===== config.mk =====
export PLATFORM = sky130hd
export DESIGN_NAME = input_current_foldback_probe_flat
export DESIGN_NICKNAME = d
export VERILOG_FILES = /design/src/icfb_pkg.sv /design/src/icfb_if.sv /design/src/icfb_cfg.sv /design/src/icfb_step.sv /design/src/input_current_foldback_probe.sv /design/src/flat_wrapper.sv
export SDC_FILE = /design/constraint.sdc
export NUM_CORES = 1
export LEC_CHECK = 0
export BUFFER_PORTS_ARGS = -buffer_cell sky130_fd_sc_hd__buf_2
export CORE_UTILIZATION = 50
export DETAILED_ROUTE_END_ITERATION = 6
export GPL_TIMING_DRIVEN = 0
export MAX_ROUTING_LAYER = met4
export PLACE_DENSITY_LB_ADDON = 0.08
export SYNTH_ARGS = -nofsm -noshare
export SYNTH_HDL_FRONTEND = slang
export SYNTH_SLANG_ARGS = --single-unit

===== constraint.sdc =====
create_clock -name clk -period 14.1 [get_ports clk]
set_input_delay 1.41 -clock clk [delete_from_list [all_inputs] [get_ports clk]]
set_output_delay 1.41 -clock clk [all_outputs]
set_load 0.05 [all_outputs]

===== src/icfb_pkg.sv =====
package icfb_pkg;

  // Configuration port geometry.
  localparam int unsigned CFG_INDEX_W = 2;
  localparam int unsigned CFG_DATA_W  = 13;

  // Reset values of the configuration registers.
  localparam logic [12:0] MAX_DROOP_RESET     = 13'd400;
  localparam logic [10:0] PROBE_START_RESET   = 11'd300;
  localparam logic [7:0]  PROBE_STEP_RESET    = 8'd25;
  localparam logic [10:0] LIMIT_CEILING_RESET = 11'd2000;

  // Legal range of any applied current limit.
  localparam logic [10:0] LIMIT_FLOOR_MA = 11'd90;
  localparam logic [10:0] LIMIT_TOP_MA   = 11'd2000;

  typedef enum logic [2:0] {
    MODE_INIT     = 3'd0,
    MODE_IDLE     = 3'd1,
    MODE_NOLOAD   = 3'd2,
    MODE_PROBE    = 3'd3,
    MODE_DEBOUNCE = 3'd4,
    MODE_SETTLE   = 3'd5
  } mode_t;

  typedef enum logic [CFG_INDEX_W-1:0] {
    CFG_MAX_DROOP     = 2'd0,
    CFG_PROBE_START   = 2'd1,
    CFG_PROBE_STEP    = 2'd2,
    CFG_LIMIT_CEILING = 2'd3
  } cfg_reg_t;

  // Configuration as seen by the datapath; the ceiling is already held in range.
  typedef struct packed {
    logic [12:0] max_droop_mv;
    logic [10:0] probe_start_ma;
    logic [7:0]  probe_step_ma;
    logic [10:0] ceiling_ma;
  } cfg_t;

  typedef struct packed {
    logic       supply_present;
    logic [7:0] supply_volt_code;
    logic [7:0] supply_curr_code;
  } tick_t;

  typedef struct packed {
    mode_t       mode;
    logic        last_present;
    logic [12:0] noload_mv;
    logic [10:0] target_ma;
  } state_t;

  typedef struct packed {
    logic        limit_written;
    logic        charger_enabled;
    logic [7:0]  limit_code;
    logic [10:0] target_ma;
    mode_t       mode;
    logic        fast_poll;
    logic        gauge_route_request;
  } result_t;

endpackage


===== src/icfb_if.sv =====
// Poll tick channel: one transfer carries one set of supply readings.
interface icfb_tick_if;
  logic       valid;
  logic       ready;
  logic       supply_present;
  logic [7:0] supply_volt_code;
  logic [7:0] supply_curr_code;

  modport source (output valid, supply_present, supply_volt_code, supply_curr_code,
                  input ready);
  modport sink (input valid, supply_present, supply_volt_code, supply_curr_code,
                output ready);
endinterface

// Result channel: one transfer per poll tick.
interface icfb_result_if;
  logic        valid;
  logic        ready;
  logic        limit_written;
  logic        charger_enabled;
  logic [7:0]  limit_code;
  logic [10:0] target_ma;
  logic [2:0]  mode;
  logic        fast_poll;
  logic        gauge_route_request;

  modport source (output valid, limit_written, charger_enabled, limit_code, target_ma,
                  mode, fast_poll, gauge_route_request,
                  input ready);
  modport sink (input valid, limit_written, charger_enabled, limit_code, target_ma,
                mode, fast_poll, gauge_route_request,
                output ready);
endinterface


===== src/icfb_cfg.sv =====
module icfb_cfg import icfb_pkg::*; (
  input  logic                   clk,
  input  logic                   rst,
  input  logic                   cfg_write,
  input  logic [CFG_INDEX_W-1:0] cfg_index,
  input  logic [CFG_DATA_W-1:0]  cfg_data,
  output cfg_t                   cfg
);

  logic [12:0] max_droop_mv;
  logic [10:0] probe_start_ma;
  logic [7:0]  probe_step_ma;
  logic [10:0] limit_ceiling_ma;

  always_ff @(posedge clk) begin
    if (rst) begin
      max_droop_mv     <= MAX_DROOP_RESET;
      probe_start_ma   <= PROBE_START_RESET;
      probe_step_ma    <= PROBE_STEP_RESET;
      limit_ceiling_ma <= LIMIT_CEILING_RESET;
    end else if (cfg_write) begin
      unique case (cfg_reg_t'(cfg_index))
        CFG_MAX_DROOP:     max_droop_mv     <= cfg_data;
        CFG_PROBE_START:   probe_start_ma   <= cfg_data[10:0];
        CFG_PROBE_STEP:    probe_step_ma    <= cfg_data[7:0];
        CFG_LIMIT_CEILING: limit_ceiling_ma <= cfg_data[10:0];
      endcase
    end
  end

  // The ceiling in use never leaves the legal limit range.
  always_comb begin
    cfg.max_droop_mv   = max_droop_mv;
    cfg.probe_start_ma = probe_start_ma;
    cfg.probe_step_ma  = probe_step_ma;
    if (limit_ceiling_ma < LIMIT_FLOOR_MA) begin
      cfg.ceiling_ma = LIMIT_FLOOR_MA;
    end else if (limit_ceiling_ma > LIMIT_TOP_MA) begin
      cfg.ceiling_ma = LIMIT_TOP_MA;
    end else begin
      cfg.ceiling_ma = limit_ceiling_ma;
    end
  end

endmodule


===== src/icfb_step.sv =====
module icfb_step import icfb_pkg::*; (
  input  tick_t   tick,
  input  state_t  state,
  input  cfg_t    cfg,
  output state_t  state_next,
  output result_t res
);

  // 6554 / 65536 is within 7e-6 of one tenth, exact for every quotient below 2048 / 10.
  localparam logic [23:0] RECIP_TEN = 24'd6554;

  logic [12:0] volt_mv;
  logic [11:0] curr_ma;
  logic        droop;
  logic [11:0] raised;
  logic [11:0] back;
  mode_t       mode_next;
  logic [12:0] noload_next;
  logic [10:0] target_next;
  logic        written;
  logic        gauge;
  logic [10:0] above_floor;
  logic [23:0] code_prod;

  function automatic logic [10:0] clamp_limit(input logic [11:0] val,
                                              input logic [10:0] ceil);
    logic [11:0] v;
    v = val;
    if (v != '0 && v < 12'(LIMIT_FLOOR_MA)) begin
      v = 12'(LIMIT_FLOOR_MA);
    end
    if (v > 12'(ceil)) begin
      v = 12'(ceil);
    end
    return v[10:0];
  endfunction

  assign volt_mv = 13'(tick.supply_volt_code) * 13'd25;
  assign curr_ma = 12'(tick.supply_curr_code) * 12'd10;
  assign droop   = (state.noload_mv > volt_mv) &&
                   ((state.noload_mv - volt_mv) > cfg.max_droop_mv);

  // Raise by one step only while the drawn current exceeds the target.
  assign raised = (12'(state.target_ma) < curr_ma) ?
                  12'(state.target_ma) + 12'(cfg.probe_step_ma) : 12'(state.target_ma);

  // Stepping back never wraps: a target at or below the step falls to the floor.
  always_comb begin
    if (state.target_ma == '0) begin
      back = '0;
    end else if (12'(state.target_ma) <= 12'(cfg.probe_step_ma)) begin
      back = 12'(LIMIT_FLOOR_MA);
    end else begin
      back = 12'(state.target_ma) - 12'(cfg.probe_step_ma);
    end
  end

  // Next state.
  always_comb begin
    mode_next   = state.mode;
    noload_next = state.noload_mv;
    target_next = state.target_ma;
    written     = 1'b0;
    gauge       = 1'b0;
    if (tick.supply_present != state.last_present || state.mode == MODE_INIT) begin
      mode_next   = tick.supply_present ? MODE_NOLOAD : MODE_IDLE;
      target_next = '0;
      written     = 1'b1;
    end else begin
      unique case (state.mode)
        MODE_NOLOAD: begin
          noload_next = volt_mv;
          target_next = clamp_limit(12'(cfg.probe_start_ma), cfg.ceiling_ma);
          written     = 1'b1;
          gauge       = 1'b1;
          mode_next   = MODE_PROBE;
        end
        MODE_PROBE: begin
          if (droop) begin
            mode_next = MODE_DEBOUNCE;
          end else begin
            target_next = clamp_limit(raised, cfg.ceiling_ma);
            written     = 1'b1;
          end
        end
        MODE_DEBOUNCE: begin
          if (droop) begin
            target_next = clamp_limit(back, cfg.ceiling_ma);
            written     = 1'b1;
            mode_next   = MODE_SETTLE;
          end else begin
            mode_next = MODE_PROBE;
          end
        end
        default: begin
          mode_next = state.mode;
        end
      endcase
    end
  end

  assign state_next.mode         = mode_next;
  assign state_next.last_present = tick.supply_present;
  assign state_next.noload_mv    = noload_next;
  assign state_next.target_ma    = target_next;

  assign above_floor = target_next - LIMIT_FLOOR_MA;
  assign code_prod   = 24'(above_floor) * RECIP_TEN;

  // Outputs.
  always_comb begin
    res.limit_written       = written;
    res.charger_enabled     = (target_next != '0);
    res.limit_code          = (target_next >= LIMIT_FLOOR_MA) ? code_prod[23:16] : 8'd0;
    res.target_ma           = target_next;
    res.mode                = mode_next;
    res.fast_poll           = (mode_next == MODE_NOLOAD) || (mode_next == MODE_PROBE) ||
                              (mode_next == MODE_DEBOUNCE);
    res.gauge_route_request = gauge;
  end

endmodule


===== src/input_current_foldback_probe.sv =====
// Input current foldback probe. Every transfer on the tick channel carries one poll of the
// supply: the present bit and the raw voltage (25 mV per code) and current (10 mA per code)
// readings. For each tick exactly one transfer leaves on the result channel, giving the
// current limit in force, its register code, whether the limit was written on that tick,
// the mode after the tick, the fast polling hint and a one-tick request to route the gauge
// link to the host. The block accepts a tick in every clock cycle unless a stalled result
// transfer holds both the input and the result register full. A tick waits in the input
// register, then passes through the mode and limit update into the result register. The
// combinational update of the mode, the no-load voltage and the target sets the rate.
// Configuration registers are written through cfg_write, cfg_index and cfg_data; a write
// takes effect at once and must only be made while no tick is in flight.
module input_current_foldback_probe import icfb_pkg::*; (
  input  logic                   clk,
  input  logic                   rst,
  icfb_tick_if.sink              tick,
  icfb_result_if.source          result,
  input  logic                   cfg_write,
  input  logic [CFG_INDEX_W-1:0] cfg_index,
  input  logic [CFG_DATA_W-1:0]  cfg_data
);

  localparam state_t STATE_RESET = '{
    mode:         MODE_INIT,
    last_present: 1'b0,
    noload_mv:    13'd0,
    target_ma:    11'd0
  };

  cfg_t    cfg;
  logic    tick_valid;
  tick_t   tick_q;
  state_t  state;
  state_t  state_next;
  result_t res;
  logic    result_valid;
  result_t result_q;
  logic    result_free;
  logic    step_fire;

  icfb_cfg u_cfg (
    .clk       (clk),
    .rst       (rst),
    .cfg_write (cfg_write),
    .cfg_index (cfg_index),
    .cfg_data  (cfg_data),
    .cfg       (cfg)
  );

  icfb_step u_step (
    .tick       (tick_q),
    .state      (state),
    .cfg        (cfg),
    .state_next (state_next),
    .res        (res)
  );

  // The result register is free when it is empty or its transfer completes this cycle.
  // The held tick moves on, updating the state, whenever the result register is free, so a
  // new tick is taken while the previous result still waits for its transfer.
  assign result_free = !result_valid || result.ready;
  assign step_fire   = tick_valid && result_free;
  assign tick.ready  = !tick_valid || result_free;

  always_ff @(posedge clk) begin
    if (rst) begin
      tick_valid   <= 1'b0;
      result_valid <= 1'b0;
      state        <= STATE_RESET;
    end else begin
      if (tick.ready) begin
        tick_valid <= tick.valid;
      end
      if (result_free) begin
        result_valid <= tick_valid;
      end
      if (step_fire) begin
        state <= state_next;
      end
    end
  end

  // Payload registers need no reset; the valid flags above guard them.
  always_ff @(posedge clk) begin
    if (tick.valid && tick.ready) begin
      tick_q.supply_present   <= tick.supply_present;
      tick_q.supply_volt_code <= tick.supply_volt_code;
      tick_q.supply_curr_code <= tick.supply_curr_code;
    end
    if (step_fire) begin
      result_q <= res;
    end
  end

  assign result.valid               = result_valid;
  assign result.limit_written       = result_q.limit_written;
  assign result.charger_enabled     = result_q.charger_enabled;
  assign result.limit_code          = result_q.limit_code;
  assign result.target_ma           = result_q.target_ma;
  assign result.mode                = result_q.mode;
  assign result.fast_poll           = result_q.fast_poll;
  assign result.gauge_route_request = result_q.gauge_route_request;

endmodule


===== src/flat_wrapper.sv =====
// flat-port wrapper written by rule: the top's interface ports become plain ports
module input_current_foldback_probe_flat import icfb_pkg::*;
  (clk, rst, cfg_write, cfg_index, cfg_data, tick_valid, tick_supply_present, tick_supply_volt_code, tick_supply_curr_code, tick_ready, result_valid, result_limit_written, result_charger_enabled, result_limit_code, result_target_ma, result_mode, result_fast_poll, result_gauge_route_request, result_ready);
  icfb_tick_if tick_i ();
  icfb_result_if result_i ();
  input  logic clk;
  input  logic rst;
  input  logic cfg_write;
  input  logic [CFG_INDEX_W-1:0] cfg_index;
  input  logic [CFG_DATA_W-1:0] cfg_data;
  input wire logic [$bits(tick_i.valid)-1:0] tick_valid;
  input wire logic [$bits(tick_i.supply_present)-1:0] tick_supply_present;
  input wire logic [$bits(tick_i.supply_volt_code)-1:0] tick_supply_volt_code;
  input wire logic [$bits(tick_i.supply_curr_code)-1:0] tick_supply_curr_code;
  output wire logic [$bits(tick_i.ready)-1:0] tick_ready;
  output wire logic [$bits(result_i.valid)-1:0] result_valid;
  output wire logic [$bits(result_i.limit_written)-1:0] result_limit_written;
  output wire logic [$bits(result_i.charger_enabled)-1:0] result_charger_enabled;
  output wire logic [$bits(result_i.limit_code)-1:0] result_limit_code;
  output wire logic [$bits(result_i.target_ma)-1:0] result_target_ma;
  output wire logic [$bits(result_i.mode)-1:0] result_mode;
  output wire logic [$bits(result_i.fast_poll)-1:0] result_fast_poll;
  output wire logic [$bits(result_i.gauge_route_request)-1:0] result_gauge_route_request;
  input wire logic [$bits(result_i.ready)-1:0] result_ready;
  assign tick_i.valid = tick_valid;
  assign tick_i.supply_present = tick_supply_present;
  assign tick_i.supply_volt_code = tick_supply_volt_code;
  assign tick_i.supply_curr_code = tick_supply_curr_code;
  assign tick_ready = tick_i.ready;
  assign result_valid = result_i.valid;
  assign result_limit_written = result_i.limit_written;
  assign result_charger_enabled = result_i.charger_enabled;
  assign result_limit_code = result_i.limit_code;
  assign result_target_ma = result_i.target_ma;
  assign result_mode = result_i.mode;
  assign result_fast_poll = result_i.fast_poll;
  assign result_gauge_route_request = result_i.gauge_route_request;
  assign result_i.ready = result_ready;
  input_current_foldback_probe u_core (.clk(clk), .rst(rst), .tick(tick_i), .result(result_i), .cfg_write(cfg_write), .cfg_index(cfg_index), .cfg_data(cfg_data));
endmodule

Yosys cells after proc, flatten, opt, wreduce, memory -nomap -nowiden
Cells that the tools add are included.
{"block": "totals", "inputBits": 37, "wordCells": 108, "reg_bits": 116, "output_inout_bits": 28}
{"block": "classes", "n_bitwise": 1, "order_cmp": 13, "eq_ne": 10, "multipliers": 3, "muxes": 32, "reduce_logical": 25, "n_addsub": 4}
{"cell": "$mux 12", "n": 13}
{"cell": "$mux 11", "n": 9}
{"cell": "$gt 12x11->1", "n": 3}
{"cell": "$pmux 11 s3", "n": 1}
{"cell": "$gt 13x13->1", "n": 2}
{"cell": "$lt 12x7->1 const B", "n": 2}
{"cell": "$reduce_bool 12->1", "n": 2}
{"cell": "$mul 11x12->23 const B", "n": 1}
{"cell": "$lt 11x7->1 const B", "n": 2}
{"cell": "$reduce_bool 11->1", "n": 2}
{"cell": "$mul 8x5->13 const B", "n": 1}
{"cell": "$sub 13x13->13", "n": 1}
{"cell": "$add 11x8->12", "n": 1}
{"cell": "$eq 3x2->1 const B", "n": 4}
{"cell": "$lt 11x12->1", "n": 1}
{"cell": "$sub 11x8->12", "n": 1}
{"cell": "$ge 11x7->1 const B", "n": 1}
{"cell": "$gt 11x11->1 const B", "n": 1}
{"cell": "$le 11x8->1", "n": 1}
{"cell": "$logic_not 11->1", "n": 1}
{"cell": "$mul 8x3->11 const B", "n": 1}
{"cell": "$sub 11x7->11 const B", "n": 1}
{"cell": "$mux 3", "n": 3}
{"cell": "$pmux 3 s3", "n": 1}
{"cell": "other kinds (15)", "n": 32}

Logic depth before layout (Yosys ltp)
{"block": "logic_depth", "ltp_word": 16, "depth_mapped": 53, "depth_no_buf": 51}

By module
A second synthesis with hierarchy kept.
{"block": "unflattened", "cells_unflattened": 1465, "area_unflattened_um2": 12400.6}
{"module": "icfb_step", "seq_area_each_um2": 0.0, "cells_each": 1080, "area_each_um2": 8042.7, "n_inst": 1}
{"module": "input_current_foldback_probe", "seq_area_each_um2": 1891.8, "cells_each": 174, "area_each_um2": 2632.5, "n_inst": 1}
{"module": "icfb_cfg", "seq_area_each_um2": 860.8, "cells_each": 211, "area_each_um2": 1725.4, "n_inst": 1}

Worst setup path before layout
No wires, ideal clock.
{"block": "synth_timing", "kind": "register to register", "startpoint": "register u_core.tick_q[1] in the netlist's numbering", "endpoint": "register u_core.result_q, in the netlist u_core.result.limit_code[4], data pin", "setup_slack_ps": 2714, "period_less_slack_ps": 11386, "setup_ps": 254, "required_ps": 13846, "arrival_time_ps": 11132, "path_buffers": 1, "stages_incl_launch_ff": 47, "cell_sequence": "edfxtp_1 > ha_1 > ha_1 > fa_1 > a21o_1 > a21oi_1 > o21bai_1 > a21oi_1 > xor2_1 > ha_1 > a21oi_1 > o211ai_1 > a22oi_1 > mux2_2 > nor4_4 > nand3_2 > nand2_1 > ha_1 > (+11 left out) > a21oi_1 > xnor2_1 > ha_1 > fa_1 > inv_1 > fa_1 > fa_1 > fa_1 > inv_1 > ha_1 > and3_1 > nand2_1 > or3b_2 > and2_1 > a211o_1 > a21bo_2 > and3_1 > o21a_1"}
{"block": "synth_between", "elab_chain_len": 16, "word_cells_on_any_way": 18, "classes_between": "add/sub: 1; mul: 2; order compare: 4; mux: 9; reduce/logical: 2"}
{"item": "start: declaration", "line_no": "input_current_foldback_probe.sv:31", "text": "tick_t tick_q;"}
{"item": "$mul 8x3->11 (*)", "line_no": "icfb_step.sv:39", "text": "assign curr_ma = 12'(tick.supply_curr_code) * 12'd10;"}
{"item": "$lt 11x12->1 (*)", "line_no": "icfb_step.sv:44", "text": "assign raised = (12'(state.target_ma) < curr_ma) ?"}
{"item": "$mux 12 (*)", "line_no": "icfb_step.sv:44"}
{"item": "$lt 12x7->1 or $reduce_bool 12->1 (tied branches)", "line_no": "icfb_step.sv:29", "text": "if (v != '0 && v < 12'(LIMIT_FLOOR_MA)) begin"}
{"item": "$logic_and 1x1->1", "line_no": "icfb_step.sv:29"}
{"item": "$mux 12 (*)", "line_no": "icfb_step.sv:29"}
{"item": "$mux 12 (*)", "line_no": "icfb_step.sv:79", "text": "if (droop) begin"}
{"item": "$mux 12 (*)", "line_no": "icfb_step.sv:70", "text": "unique case (state.mode)"}
{"item": "$mux 12 (*)", "line_no": "icfb_step.sv:65", "text": "if (tick.supply_present != state.last_present || state.mode == MODE_INIT) begin"}
{"item": "$gt 12x11->1", "line_no": "icfb_step.sv:32", "text": "if (v > 12'(ceil)) begin"}
{"item": "$mux 11 (*)", "line_no": "icfb_step.sv:32"}
{"item": "$mux 11 (*)", "line_no": "icfb_step.sv:79"}
{"item": "$pmux 11 s3 (*)", "line_no": "icfb_step.sv:70"}
{"item": "$mux 11 (*)", "line_no": "icfb_step.sv:65"}
{"item": "$sub 11x7->11", "line_no": "icfb_step.sv:107", "text": "assign above_floor = target_next - LIMIT_FLOOR_MA;"}
{"item": "$mul 11x12->23", "line_no": "icfb_step.sv:108", "text": "assign code_prod = 24'(above_floor) * RECIP_TEN;"}
{"item": "end signal: assignment", "line_no": "input_current_foldback_probe.sv:90", "text": "result_q <= res;"}
{"item": "end: declaration", "line_no": "input_current_foldback_probe.sv:36", "text": "result_t result_q;"}
Mark *: on every way between the ends. The rest lies on a longest branch, timed or not. The select of a mux whose other input is x is not followed.
A chain may end at the register's enable or synchronous reset.

Worst setup path after layout
{"block": "layout_timing", "startpoint": "register u_core.tick_q[3] in the netlist's numbering", "endpoint": "register u_core.result_q, in the netlist u_core.result.limit_code[7], data pin"}
The elaborated chain is that of the path after synthesis.

==> reports/qor.log <==
INFO  cts            cts.sink_count=116
INFO  synthesis      fraction_of_the_mapped_netlist_area_in_compound_gates=21.1%
INFO  cts            inserted_clock_buffers=17
INFO  run_status     outcome=complete, no violations
INFO  synthesis      synth-edff-count=43
INFO  routing        postRouteAntennaNets=0
INFO  timing         setup-tns-final=0ns
INFO  routing        routed-via-count=10,637
INFO  grt            grt_max_degree=36
INFO  synthesis      main_combinational_cell_family_by_area_after_synthesis=adder cells
INFO  synthesis      synth.cells.most_frequent=sky130_fd_sc_hd__ha_1 (194), sky130_fd_sc_hd__nand2_1 (173), sky130_fd_sc_hd__inv_1 (144)
INFO  timing         worst-slew-pin-transition=1.14ns
INFO  power          p_switching=457uW
INFO  setup_path     worstPathArrival=13.41ns
INFO  floorplan      placement_rows=56
INFO  cts            buffers_from_clock_root_to_sink_at_most=2
INFO  routing        routedWlPerCell=18.7um
INFO  timing         fin_crit=13.23ns
INFO  routing        drt_first_iter_violations=894
INFO  synthesis      yosys_warnings=0
INFO  setup_path     timing.reg2reg.worst_path_depth=48
INFO  synthesis      seq_total_area_yosys=23.1%
INFO  setup_path     worstSetupPathType=flop to flop
INFO  power          seq_power_share=29.9%
INFO  hold_path      hold-path-cell-count=2
INFO  power          clock_power_share=33.9%
INFO  placed_design  detailedPlacementHpwl=27,700um
INFO  final_layout   fin_nets=1,788
INFO  synthesis      synth_area_in_adders=26.7%
INFO  hold_path      min-delay-path-class=flop to flop
INFO  synthesis      dominantRegCellSynth=sky130_fd_sc_hd__dfxtp_1
INFO  routing        firstDrtPassIters=5
INFO  placed_design  port_buffers=62
INFO  floorplan      die_width=157um
INFO  power          power.static_leakage=0.00594uW
INFO  timing         slew_headroom=24.2%
INFO  routing        drc_errors_left=0
INFO  synthesis      synthesis.area_per_instance=8.31um^2
INFO  synthesis      yosys-top-cells-area=sky130_fd_sc_hd__ha_1 (20%), sky130_fd_sc_hd__dfxtp_1 (12%), sky130_fd_sc_hd__edfxtp_1 (11%), sky130_fd_sc_hd__fa_1 (6.4%), sky130_fd_sc_hd__a21oi_1 (5.7%)
INFO  floorplan      top_level_ports=65
INFO  timing         grt_setup_unrepaired=no
INFO  grt            antenna_violations_before_repair=0
INFO  synthesis      yosys.cell_count.top_type=sky130_fd_sc_hd__ha_1
INFO  timing         part_of_the_cycle_the_worst_path_needs=93.9%
INFO  setup_path     cp_data_required_time=14.27ns
INFO  grt            grt_pass1_vias=10,052
INFO  setup_path     critPathMaxStageDelay=0.59ns
INFO  placed_design  detailedPlace.worstSlack=0.639ns
INFO  timing         achievable-frequency=0.0756GHz
INFO  timing         final-max-slew-violation-count=0
INFO  setup_path     worst_path_max_delay_cell=sky130_fd_sc_hd__fa_1
INFO  floorplan      core_area=0.0235mm^2
INFO  grt            grtUsageMet1=40.1%
INFO  run            cap_violations=0
INFO  cts            insertion_delay=0.43ns
INFO  placed_design  globalplace.congestion=0.986
INFO  synthesis      postSynthRegisterBits=116
INFO  cts            clk_pin_slew=0.06ns
INFO  routing        detail_route.wirelength=34,700um
INFO  power          combinationalPowerShare=36.3%
INFO  floorplan      starting_density_of_the_core=50.9%
INFO  final_layout   design_area=0.0132mm^2
INFO  synthesis      post_synth_xor_xnor_area=3.67%
INFO  final_layout   layout-drive-gt1-share=9.07%
INFO  synthesis      netlist_area=0.0119mm^2
INFO  grt            grt_first_pass_wirelength=54,500um
INFO  synthesis      synth_top_area_share=20.3%
INFO  routing        viasPerCell=5.75
INFO  setup_path     setup.worst_path.start_class=flop
INFO  final_layout   n_antenna_cell=0
INFO  setup_path     timing.reg2reg.setup_slack=0.87ns
INFO  setup_path     rr_startpoint=u_core.tick_q[3]$_DFFE_PP_
INFO  grt            met2_usage=47.0%
INFO  power          internal_power=799uW
INFO  synthesis      synth_nets=1,706
INFO  hold_path      worst_hold_startpoint=u_core.u_cfg.max_droop_mv[2]$_SDFFE_PP0P_
INFO  final_layout   area_growth=10.9%
INFO  timing         final-hold-violation-count=0
INFO  setup_path     critPathCaptureType=flop
INFO  placed_design  postPlaceCellArea=0.0127mm^2
INFO  timing         skew=0.0206ns
INFO  synthesis      yosys.cell_types.count=88
INFO  cts            cts_tree=yes
INFO  cts            ctsRootBufferMaster=sky130_fd_sc_hd__clkbuf_16
INFO  synthesis      yosysTopAreaCell=sky130_fd_sc_hd__ha_1
INFO  cts            postCtsHoldBufs=0
INFO  power          ratio_of_total_power_to_cell_area=94.8mW/mm^2
INFO  grt            gr-total-overflow=0
INFO  power          switching_share=36.4%
INFO  grt            gr-max-usage-layer=met2
INFO  grt            groute.layer.met3.usage=4.32%
INFO  cts            ctsHtreeMaxLevel=4
INFO  power          vdd_ir_drop_max=54.1uV
INFO  floorplan      die-area=0.0245mm^2
INFO  synthesis      simple_gate_area_share_of_the_yosys_netlist=17.8%
INFO  timing         timing.final.ws_setup=0.865ns
INFO  timing         final-setup-viol-count=0
INFO  grt            grt_use_total=30.2%
INFO  setup_path     end_of_the_worst_register_to_register_path=u_core.result.limit_code[7]$_SDFFCE_PN0P_
INFO  synthesis      syn-instance-count=1,437
INFO  setup_path     critical_path_peak_fanout=7
INFO  floorplan      die_y=157um
INFO  hold_path      min_to=u_core.u_cfg.max_droop_mv[2]$_SDFFE_PP0P_
INFO  synthesis      asyncSetResetFlopFracSynth=0%
INFO  synthesis      synth.area.mux_share=1.38%
[state kept, by name (all words and copies together), names as in the netlist, 3 cells and up]
signal	cells
u_core.u_cfg.max_droop_mv	13
u_core.result.target_ma	11
u_core.u_cfg.probe_step_ma	8
u_core.u_cfg.probe_start_ma	11
u_core.result.limit_code	8
u_core.tick_q	17
u_core.u_cfg.limit_ceiling_ma	11
u_core.result.mode	3
u_core.state	28
[worst max path at each step]
stage	slack, ns	cells after the start	end	from
floorplan	2.71	46	u_core.result.limit_code[4]$_SDFFCE_PN0P_	u_core.tick_q[1]$_DFFE_PP_
global placement	0.62	50	u_core.result.limit_code[6]$_SDFFCE_PN0P_	u_core.tick_q[11]$_DFFE_PP_
detailed placement	0.64	50	u_core.result.limit_code[6]$_SDFFCE_PN0P_	u_core.tick_q[11]$_DFFE_PP_
CTS	0.54	50	u_core.result.limit_code[6]$_SDFFCE_PN0P_	u_core.tick_q[11]$_DFFE_PP_
global route	0.04	49	u_core.result.limit_code[6]$_SDFFCE_PN0P_	u_core.tick_q[3]$_DFFE_PP_
finish	0.87	48	u_core.result.limit_code[7]$_SDFFCE_PN0P_	u_core.tick_q[3]$_DFFE_PP_
[metal layers]
layer  routed length (um)  vias up
met3                 2260       58
li1                     -     5304
met1                16000     4926
met5                    0        -
met2                15500      349
met4                  885        0
[critical path: cells and delay by family, from the launching register on]
| kind | cells | cell delay, ns |
|---|---|---|
| buf+inv | 3 | 0.28 |
| simple gates | 9 | 2.00 |
| mux | 2 | 0.52 |
| fa+ha+maj | 12 | 4.53 |
| compound gates | 20 | 4.63 |
| xor+xnor | 2 | 0.58 |
| flops | 1 | 0.42 |
[kinds of logic after synthesis]
logic type | Yosys count
AND/OR/NAND/NOR | 445
XOR/XNOR | 50
flip-flops | 116
adder cells (fa/ha/maj) | 232
multiplexers | 16
buffers and inverters | 197
AO/OA/AOI/OAI | 381
[placed cells by master, fill, tap and decap left out, types with 13 or more instances in the layout]
cell	n
sky130_fd_sc_hd__nor3_1	21
sky130_fd_sc_hd__xnor2_1	33
sky130_fd_sc_hd__o21ai_0	53
sky130_fd_sc_hd__clkbuf_16	17
sky130_fd_sc_hd__ha_1	194
sky130_fd_sc_hd__nor2_1	100
sky130_fd_sc_hd__nand4_1	15
sky130_fd_sc_hd__fa_1	38
sky130_fd_sc_hd__a211oi_1	18
sky130_fd_sc_hd__and2_1	17
sky130_fd_sc_hd__a21oi_1	137
sky130_fd_sc_hd__nand2_1	173
sky130_fd_sc_hd__dfxtp_1	73
sky130_fd_sc_hd__xor2_1	16
sky130_fd_sc_hd__buf_2	68
sky130_fd_sc_hd__clkbuf_1	39
sky130_fd_sc_hd__inv_1	144
sky130_fd_sc_hd__edfxtp_1	43
sky130_fd_sc_hd__o211ai_1	15
sky130_fd_sc_hd__nand3_1	24
sky130_fd_sc_hd__o31ai_1	13
sky130_fd_sc_hd__a21o_1	20
[cell type report]
class                   instances  area, um^2
fillers                      2237       10200
multi-input cells            1124        8450
flip-flops and latches        116        2750
inverters                     148         556
clock buffers                  19         437
well taps                     319         399
repair buffers                 63         318
plain buffers                  49         194
clock inverters                13         134
[repair_timing]
item                                   CTS  global route
gates resized for setup                  0             4
setup endpoints to repair                0             6
endpoints found under the hold margin    0             0
setup buffers                            0             1
[power groups by stage]
stage / sequential (uW) / combinational, uW / clock, uW
CTS: 375 / 449 / 432
detailed placement: 382 / 445 / 0
global route: 376 / 511 / 444
floorplan: 389 / 319 / 0
global placement: 382 / 439 / 0
finish: 375 / 456 / 425
[through the flow]
step	hold WS, ns	cells	total power [uW]	util, %
after CTS	0.456	1850	1260	56.3
after global placement	0.443	1818	820	53.9
after floorplan	0.436	1437	708	-
final	0.453	1851	1260	56.4
after global routing	0.469	1851	1330	56.4
after detailed placement	0.447	1818	827	53.9
No activity file was read; power rests on OpenSTA's default activity.
